### src/rtl/pfdm_pkg.sv
// Package for the PWM frequency/duty measure core: payload types, widths, codes.
// No dependencies.
package pfdm_pkg;

  localparam int unsigned CountWidth = 16;
  localparam int unsigned ClkWidth   = 27;
  localparam int unsigned ScaleWidth = 10;
  localparam int unsigned FreqWidth  = 16;
  localparam int unsigned PerWidth   = CountWidth + 1;
  localparam int unsigned NumWidth   = 27;  // max(ClkWidth, PerWidth + ScaleWidth)
  localparam int unsigned QuoWidth   = NumWidth;
  localparam logic [FreqWidth-1:0] FreqMax = '1;

  localparam logic OpCapture  = 1'b0;
  localparam logic OpOverflow = 1'b1;

  localparam logic [0:0] RegClockHz   = 1'b0;
  localparam logic [0:0] RegDutyScale = 1'b1;

  typedef struct packed {
    logic                  op;
    logic [CountWidth-1:0] period_count;
    logic [CountWidth-1:0] high_count;
  } in_item_t;

  typedef struct packed {
    logic [FreqWidth-1:0]  frequency;
    logic [ScaleWidth-1:0] duty;
    logic                  valid_res;
  } out_item_t;

  // Control flags traveling alongside a divide pipeline.
  typedef struct packed {
    logic valid;
    logic capture;
  } pipe_ctl_t;

endpackage

### src/rtl/pfdm_div.sv
// Pipelined restoring divider: one quotient bit per stage, stalls as a whole.
// Depends on pfdm_pkg.
module pfdm_div
  import pfdm_pkg::*;
(
  input  logic                clk_i,
  input  logic                rst_ni,
  input  logic                adv_i,
  input  logic                valid_i,
  input  logic [NumWidth-1:0] num_i,
  input  logic [PerWidth-1:0] den_i,
  output logic                valid_o,
  output logic [QuoWidth-1:0] quo_o
);

  localparam int unsigned Stages = NumWidth;

  logic [Stages:0]               vld_q;
  logic [NumWidth-1:0]           num_q [Stages+1];
  logic [PerWidth-1:0]           den_q [Stages+1];
  logic [PerWidth-1:0]           rem_q [Stages+1];

  assign num_q[0] = num_i;
  assign den_q[0] = den_i;
  assign rem_q[0] = '0;
  assign vld_q[0] = valid_i;

  for (genvar s = 0; s < Stages; s++) begin : g_stage
    logic [PerWidth:0]   trial;
    logic [PerWidth:0]   diff;
    logic                ge;
    logic [NumWidth-1:0] num_d;
    logic [PerWidth-1:0] rem_d;
    always_comb begin
      trial = {rem_q[s], num_q[s][NumWidth-1]};
      diff  = trial - {1'b0, den_q[s]};
      ge    = ~diff[PerWidth];
      rem_d = ge ? diff[PerWidth-1:0] : trial[PerWidth-1:0];
      num_d = {num_q[s][NumWidth-2:0], ge};
    end
    always_ff @(posedge clk_i or negedge rst_ni) begin
      if (!rst_ni) begin
        vld_q[s+1] <= 1'b0;
      end else if (adv_i) begin
        vld_q[s+1] <= vld_q[s];
      end
    end
    always_ff @(posedge clk_i) begin
      if (adv_i) begin
        num_q[s+1] <= num_d;
        rem_q[s+1] <= rem_d;
        den_q[s+1] <= den_q[s];
      end
    end
  end

  assign valid_o = vld_q[Stages];
  assign quo_o   = num_q[Stages];

endmodule

### config.mk
export PLATFORM = sky130hd
export DESIGN_NAME = pfdm_div
export DESIGN_NICKNAME = d
export VERILOG_FILES = /design/src/rtl/pfdm_pkg.sv /design/src/rtl/pfdm_div.sv
export SDC_FILE = /design/constraint.sdc
export NUM_CORES = 2
export LEC_CHECK = 0
export BUFFER_PORTS_ARGS = -buffer_cell sky130_fd_sc_hd__buf_2
export CAP_MARGIN = 20
export CORE_MARGIN = 8
export CORE_UTILIZATION = 40
export CTS_BUF_LIST = sky130_fd_sc_hd__clkbuf_8 sky130_fd_sc_hd__clkbuf_16
export DETAILED_ROUTE_END_ITERATION = 6
export MAX_ROUTING_LAYER = met4
export PLACE_DENSITY_LB_ADDON = 0.1
export SYNTH_ARGS = -nofsm -noshare
export SYNTH_HDL_FRONTEND = slang
export SYNTH_SLANG_ARGS = --single-unit
### constraint.sdc
create_clock -name clk_i -period 4.23 [get_ports clk_i]
set_input_delay 0.423 -clock clk_i [delete_from_list [all_inputs] [get_ports clk_i]]
set_output_delay 0.423 -clock clk_i [all_outputs]
set_load 0.02 [all_outputs]
Word level (Yosys, flattened, before mapping)
Cells that the tools add are included.

operators by class
  $add $sub $neg = 27
  $mul = 0
  divide/modulo/power cells = 0
  magnitude comparators = 0
  eq/ne operators = 0
  shift-type cells = 0
  multiplexer cells = 26
  bitwise operators = 27
  reduce and logical (&&, ||, !) cells = 0

operators with widths
  operator                                        count
  18-bit by 17-bit subtractor with 18-bit output  26
  17-bit 2-to-1 mux                               25
  1-bit inverter                                  27
  1-bit by 17-bit subtractor with 18-bit output   1
  1-bit 2-to-1 mux                                1

word-level totals
  register bits after elaboration = 1640
  latch bits = 0
  memory bits (writable) = 0
  ROM bits = 0
  bits of input ports = 48
  output and inout bits = 28
  word-level logic and storage cells = 187
  memories = 0

Longest topological paths before layout
  word-level depth = 2
  gate-level depth with buffers = 12
  depth with buffers taken out = 11

Least setup slack after synthesis
OpenSTA, ideal clock, no wires.

  path type = flip-flop to flip-flop
  start point = register den_q[426] in the netlist's numbering
  end point = register rem_q (netlist bit g_stage[3].trial[10]) (data pin)
  setup time = 0.260 ns
  data arrival time = 2.880 ns
  required time = 3.970 ns
  setup slack = 1.090 ns
  cell stages (with the launch flop) = 12
  buffers on the path = 1
  clock period less this slack = 3.140 ns
  cell sequence = edfxtp_1 -> inv_1 -> ha_1 -> nor2b_1 -> o21a_1 -> o21ai_0 -> a211oi_1 -> nor3_1 -> o21ai_0 -> xor2_1 -> buf_6 -> mux2_2

between the ends
  cells in the longest elaborated chain, start to end = 2

ends and longest elaborated chain
  element                                         line            RTL
  start: declaration                              pfdm_div.sv:20  logic [PerWidth-1:0] den_q [Stages+1];
  start signal: indexed assignment                pfdm_div.sv:52  den_q[s+1] <= den_q[s];
  18-bit by 17-bit subtractor with 18-bit output  pfdm_div.sv:36  diff = trial - {1'b0, den_q[s]};
  17-bit 2-to-1 mux                               pfdm_div.sv:38  rem_d = ge ? diff[PerWidth-1:0] : trial[PerWidth-1:0];
  named net g_stage[2].rem_d[9]                   pfdm_div.sv:33  logic [PerWidth-1:0] rem_d;
  end signal: indexed assignment                  pfdm_div.sv:51  rem_q[s+1] <= rem_d;
  end: declaration                                pfdm_div.sv:21  logic [PerWidth-1:0] rem_q [Stages+1];

The timed path passes the listed nets, and every way through them passes these cells.
A chain may end at the register's enable or synchronous reset.

Final worst setup path
  start point = register den_q[256] in the netlist's numbering
  end point = register rem_q (netlist bit g_stage[13].trial[15]) (data pin)

between the ends
  cells in the longest elaborated chain, start to end = 2

ends and longest elaborated chain
  element                                         line
  18-bit by 17-bit subtractor with 18-bit output  pfdm_div.sv:36
  17-bit 2-to-1 mux                               pfdm_div.sv:38
  named net g_stage[12].rem_d[14]                 pfdm_div.sv:33

The timed path passes the listed nets, and every way through them passes these cells.

==> summary.txt <==
Run status
  • Status: finished, final reports clean

Power and ir drop
  • Part of the power in registers: 0.376
  • Net switching power: 21.43 mW
  • Clock Power Share: 0.241
  • Gate power share: 0.384
  • Leak pwr: 33.60 nW
  • P per Cell Area: 766.9 nW/um^2
  • Switching Share: 0.3233
  • Cell internal pwr: 44.85 mW
  • Peak VDD IR: 0.4695 mV

Floorplan
  • Die height: 451.1 um
  • Die Wd: 451.1 um
  • Total die area: 203500 sq um
  • Initial Util: 0.4027
  • Cell Rows: 159
  • Ports: 76
  • Core box area: 188000 sq um

Yosys
  • Adder-cell share of the synthesized area: 0.07982
  • Post-synth ARST share: 0.01646
  • Post-synthesis compound-gate area fraction: 0.08866
  • Yosys cell types: 78
  • Mapped Area: 75710 sq um
  • Number of synthesized flops with an enable pin: 1613
  • Largest family of logic cells by synthesized area: compound AO/OA/AOI/OAI gates
  • Mux cell area share after synthesis: 0.05437
  • Syn Inst Count: 5373
  • Xor/xnor cell area share of the yosys netlist: 0.03940
  • Post-Synth Simple-Gate Area: 0.05811
  • Register area share after synthesis: 0.6487
  • Synthesized flop and latch total: 1640
  • Primary FF master, synth: edfxtp_1
  • Synthesized area per cell: 14.09 sq um
  • Synthesis warning total: 0

Worst setup path
  • WP buf/inv: 2
  • R2R Path Start: den_q[256]$_DFFE_PP_
  • Worst-path cell chain: inv_1 -> ha_1 -> nor2b_1 -> o31a_1 -> o31ai_2 -> o21ai_1 -> a21oi_1 -> o21ai_1 -> xor2_2 -> buf_4 -> mux2_2
  • Slowest cell on crit path: o31ai_2
  • Worst-path maximum fanout: 18
  • Crit path top cell by count: o21ai_1
  • CP top delay family: compound AO/OA/AOI/OAI gates
  • WP data arrival: 4.08 ns
  • CP Launch Type: flop
  • Critical path's largest stage delay: 0.47 ns
  • Worst setup path category: flop to flop
  • Worst r2r path cells: 11
  • Worst Setup End Kind: flop
  • Critical R2R Capture: g_stage[13].trial[15]$_DFFE_PP_
  • CP Data Required Time: 4.77 ns
  • R2r setup slk: 0.69 ns

Global routing
  • First-pass GRT wire length: 219.5 mm
  • Initial antenna violation count: 1
  • Global route overflow: 0
  • Pin count of the biggest net entering global routing: 117
  • GRT Total Usage: 0.1348
  • Vias in the first global route: 41216

Timing
  • Slew Viols, Final: 0
  • Layout Skew: 0.03114 ns
  • Slew @ Worst Pin: 0.9672 ns
  • Rel. slew slack: 0.3520
  • Final worst path period share: 0.8372
  • Finish-stage setup viols: 0
  • Fmax: 282.4 MHz
  • Hold slack: 0.1640 ns
  • RSZ-0062 raised after global routing: no
  • Setup TNS: 0 ns
  • Min cycle time layout: 3.541 ns
  • Count of final hold-check violations: 0

Layout
  • Final #Nets: 6215
  • Finished Layout Cells: 8350
  • Layout cells sized above 1: 0.1374
  • Design area: 86430 sq um
  • Fin util: 0.4597
  • P&R area growth vs syn: 14.16%

Clocking
  • Sink Count: 1640
  • Worst skew pair latency: 0.81 ns
  • CTS Root Cell: clkbuf_16
  • Post-CTS Resized: 0
  • Clock buffer depth: 3
  • H-tree levels: 4
  • CTS tree: built
  • Num CTS Buffers: 182
  • Clock-pin transition on the worst setup and hold timing paths: 0.06 ns

Hold path
  • Hold WC Path Type: input pin to async pin

Placement
  • Port bufs: 75
  • Inst Count DP: 7962
  • HPWL after detailed placement: 93.19 mm
  • DP Area: 79780 sq um
  • GPL Wtd Cong: 0.8392

Routing
  • DRT Pass-1 Iters: 5
  • DR WL/cell: 16.24 um
  • Vias/cell: 4.942
  • Post-route ant nets: 0
  • WL final: 135.6 mm
  • DRC: 0
  • Vias: 41269
  • Starting DRT DRC Count: 2279

Flow run
  • Number of max-cap violations: 0
[flip-flops by register name, indices dropped and copies added, names as in the netlist]
| register | count |
|---|---|
| den_q | 442 |
| valid_o | 1 |
| vld_q | 26 |
| quo_o | 27 |
| g_stage.trial | 468 |
| g_stage.num_d | 676 |
[kinds of logic after synthesis]
kind of cell               after synthesis
DFF                                   1640
adders and majority gates              468
xor gates and xnor gates               332
and+or+nand+nor                        898
muxes                                  370
AOI/OAI and AO/OA                     1057
buffers and inverters                  607
other                                    1
[metrics by stage]
step	setup WS, ns	power (mW)
floorplan	1.090	44.27
global placement	0.5991	50.15
detailed placement	0.5632	50.47
CTS	0.5377	67.10
global route	0.4216	70.90
finish	0.6887	66.28
[cell type report]
type | instances | area (sq um)
antenna | 2 | 5.005
clock buffer | 193 | 4773
clock inverter | 145 | 1378
fill | 16561 | 101600
inverter | 552 | 2072
multi-input combinational | 3132 | 24390
sequential | 1640 | 49110
tap | 2495 | 3122
timing repair buffer | 191 | 1583
[routing by layer]
layer  global-route usage  share of wire  up-vias
met5                    -              0        -
met4              0.03930          0.024        0
met3              0.02400          0.039      234
met2               0.2007           0.43      595
met1               0.1902           0.51    19725
li1                     -              -    20715
[placed cells by master, fill, tap and decap left out, drive strengths merged, types with 56 or more instances in the layout]
master and instances:
ha 443, o21a 70, a21oi 308, nand2b 75, inv 592, xnor2 234
xor2 98, nand3 77, nor2 250, clkbuf 193, a21o 108, o21ai 258
edfxtp 1613, mux2 330, clkinv 69, nor2b 92, buf 145, nor3 56
nand2 201
[power by group through the flow]
stage	sequential (mW)	combinational, mW	clock (mW)
CTS	25.0	25.5	16.6
detailed placement	25.2	25.2	0
global route	25.3	28.5	17.2
floorplan	24.2	20.0	0
finish	24.9	25.4	16.0
global placement	25.3	24.8	0
[synthesized netlist by cell type (all sizes together) (70+ instances only)]
library cell  instances  area share
ha                  443       0.073
o21ai               258       0.017
nand2               201       0.010
nor2                250       0.012
mux2                330       0.049
edfxtp             1613        0.64
xor2                 98       0.012
nand2b               75      0.0062
a21oi               308       0.020
nor2b                92      0.0076
nand3                77      0.0051
a21o                108       0.011
inv                 552       0.027
o21a                 70      0.0069
xnor2               234       0.027
[repair_timing]
action                    4_1_cts  5_1_grt
buffers inserted                0        0
hold endpoints to repair       72        0
hold buffers                   46        0
[worst max-delay path by stage]
stage                         start                              end  slack [ns]  cells after the start
2_1_floorplan  den_q[426]$_DFFE_PP_   g_stage[3].trial[10]$_DFFE_PP_        1.09                     11
3_3_place_gp   den_q[222]$_DFFE_PP_  g_stage[15].trial[15]$_DFFE_PP_        0.60                     10
3_5_place_dp   den_q[222]$_DFFE_PP_  g_stage[15].trial[15]$_DFFE_PP_        0.56                     10
4_1_cts        den_q[222]$_DFFE_PP_  g_stage[15].trial[16]$_DFFE_PP_        0.54                     10
5_1_grt        den_q[256]$_DFFE_PP_  g_stage[13].trial[15]$_DFFE_PP_        0.42                     11
6_report       den_q[256]$_DFFE_PP_  g_stage[13].trial[15]$_DFFE_PP_        0.69                     11
Power figures use the tool's default switching activity.
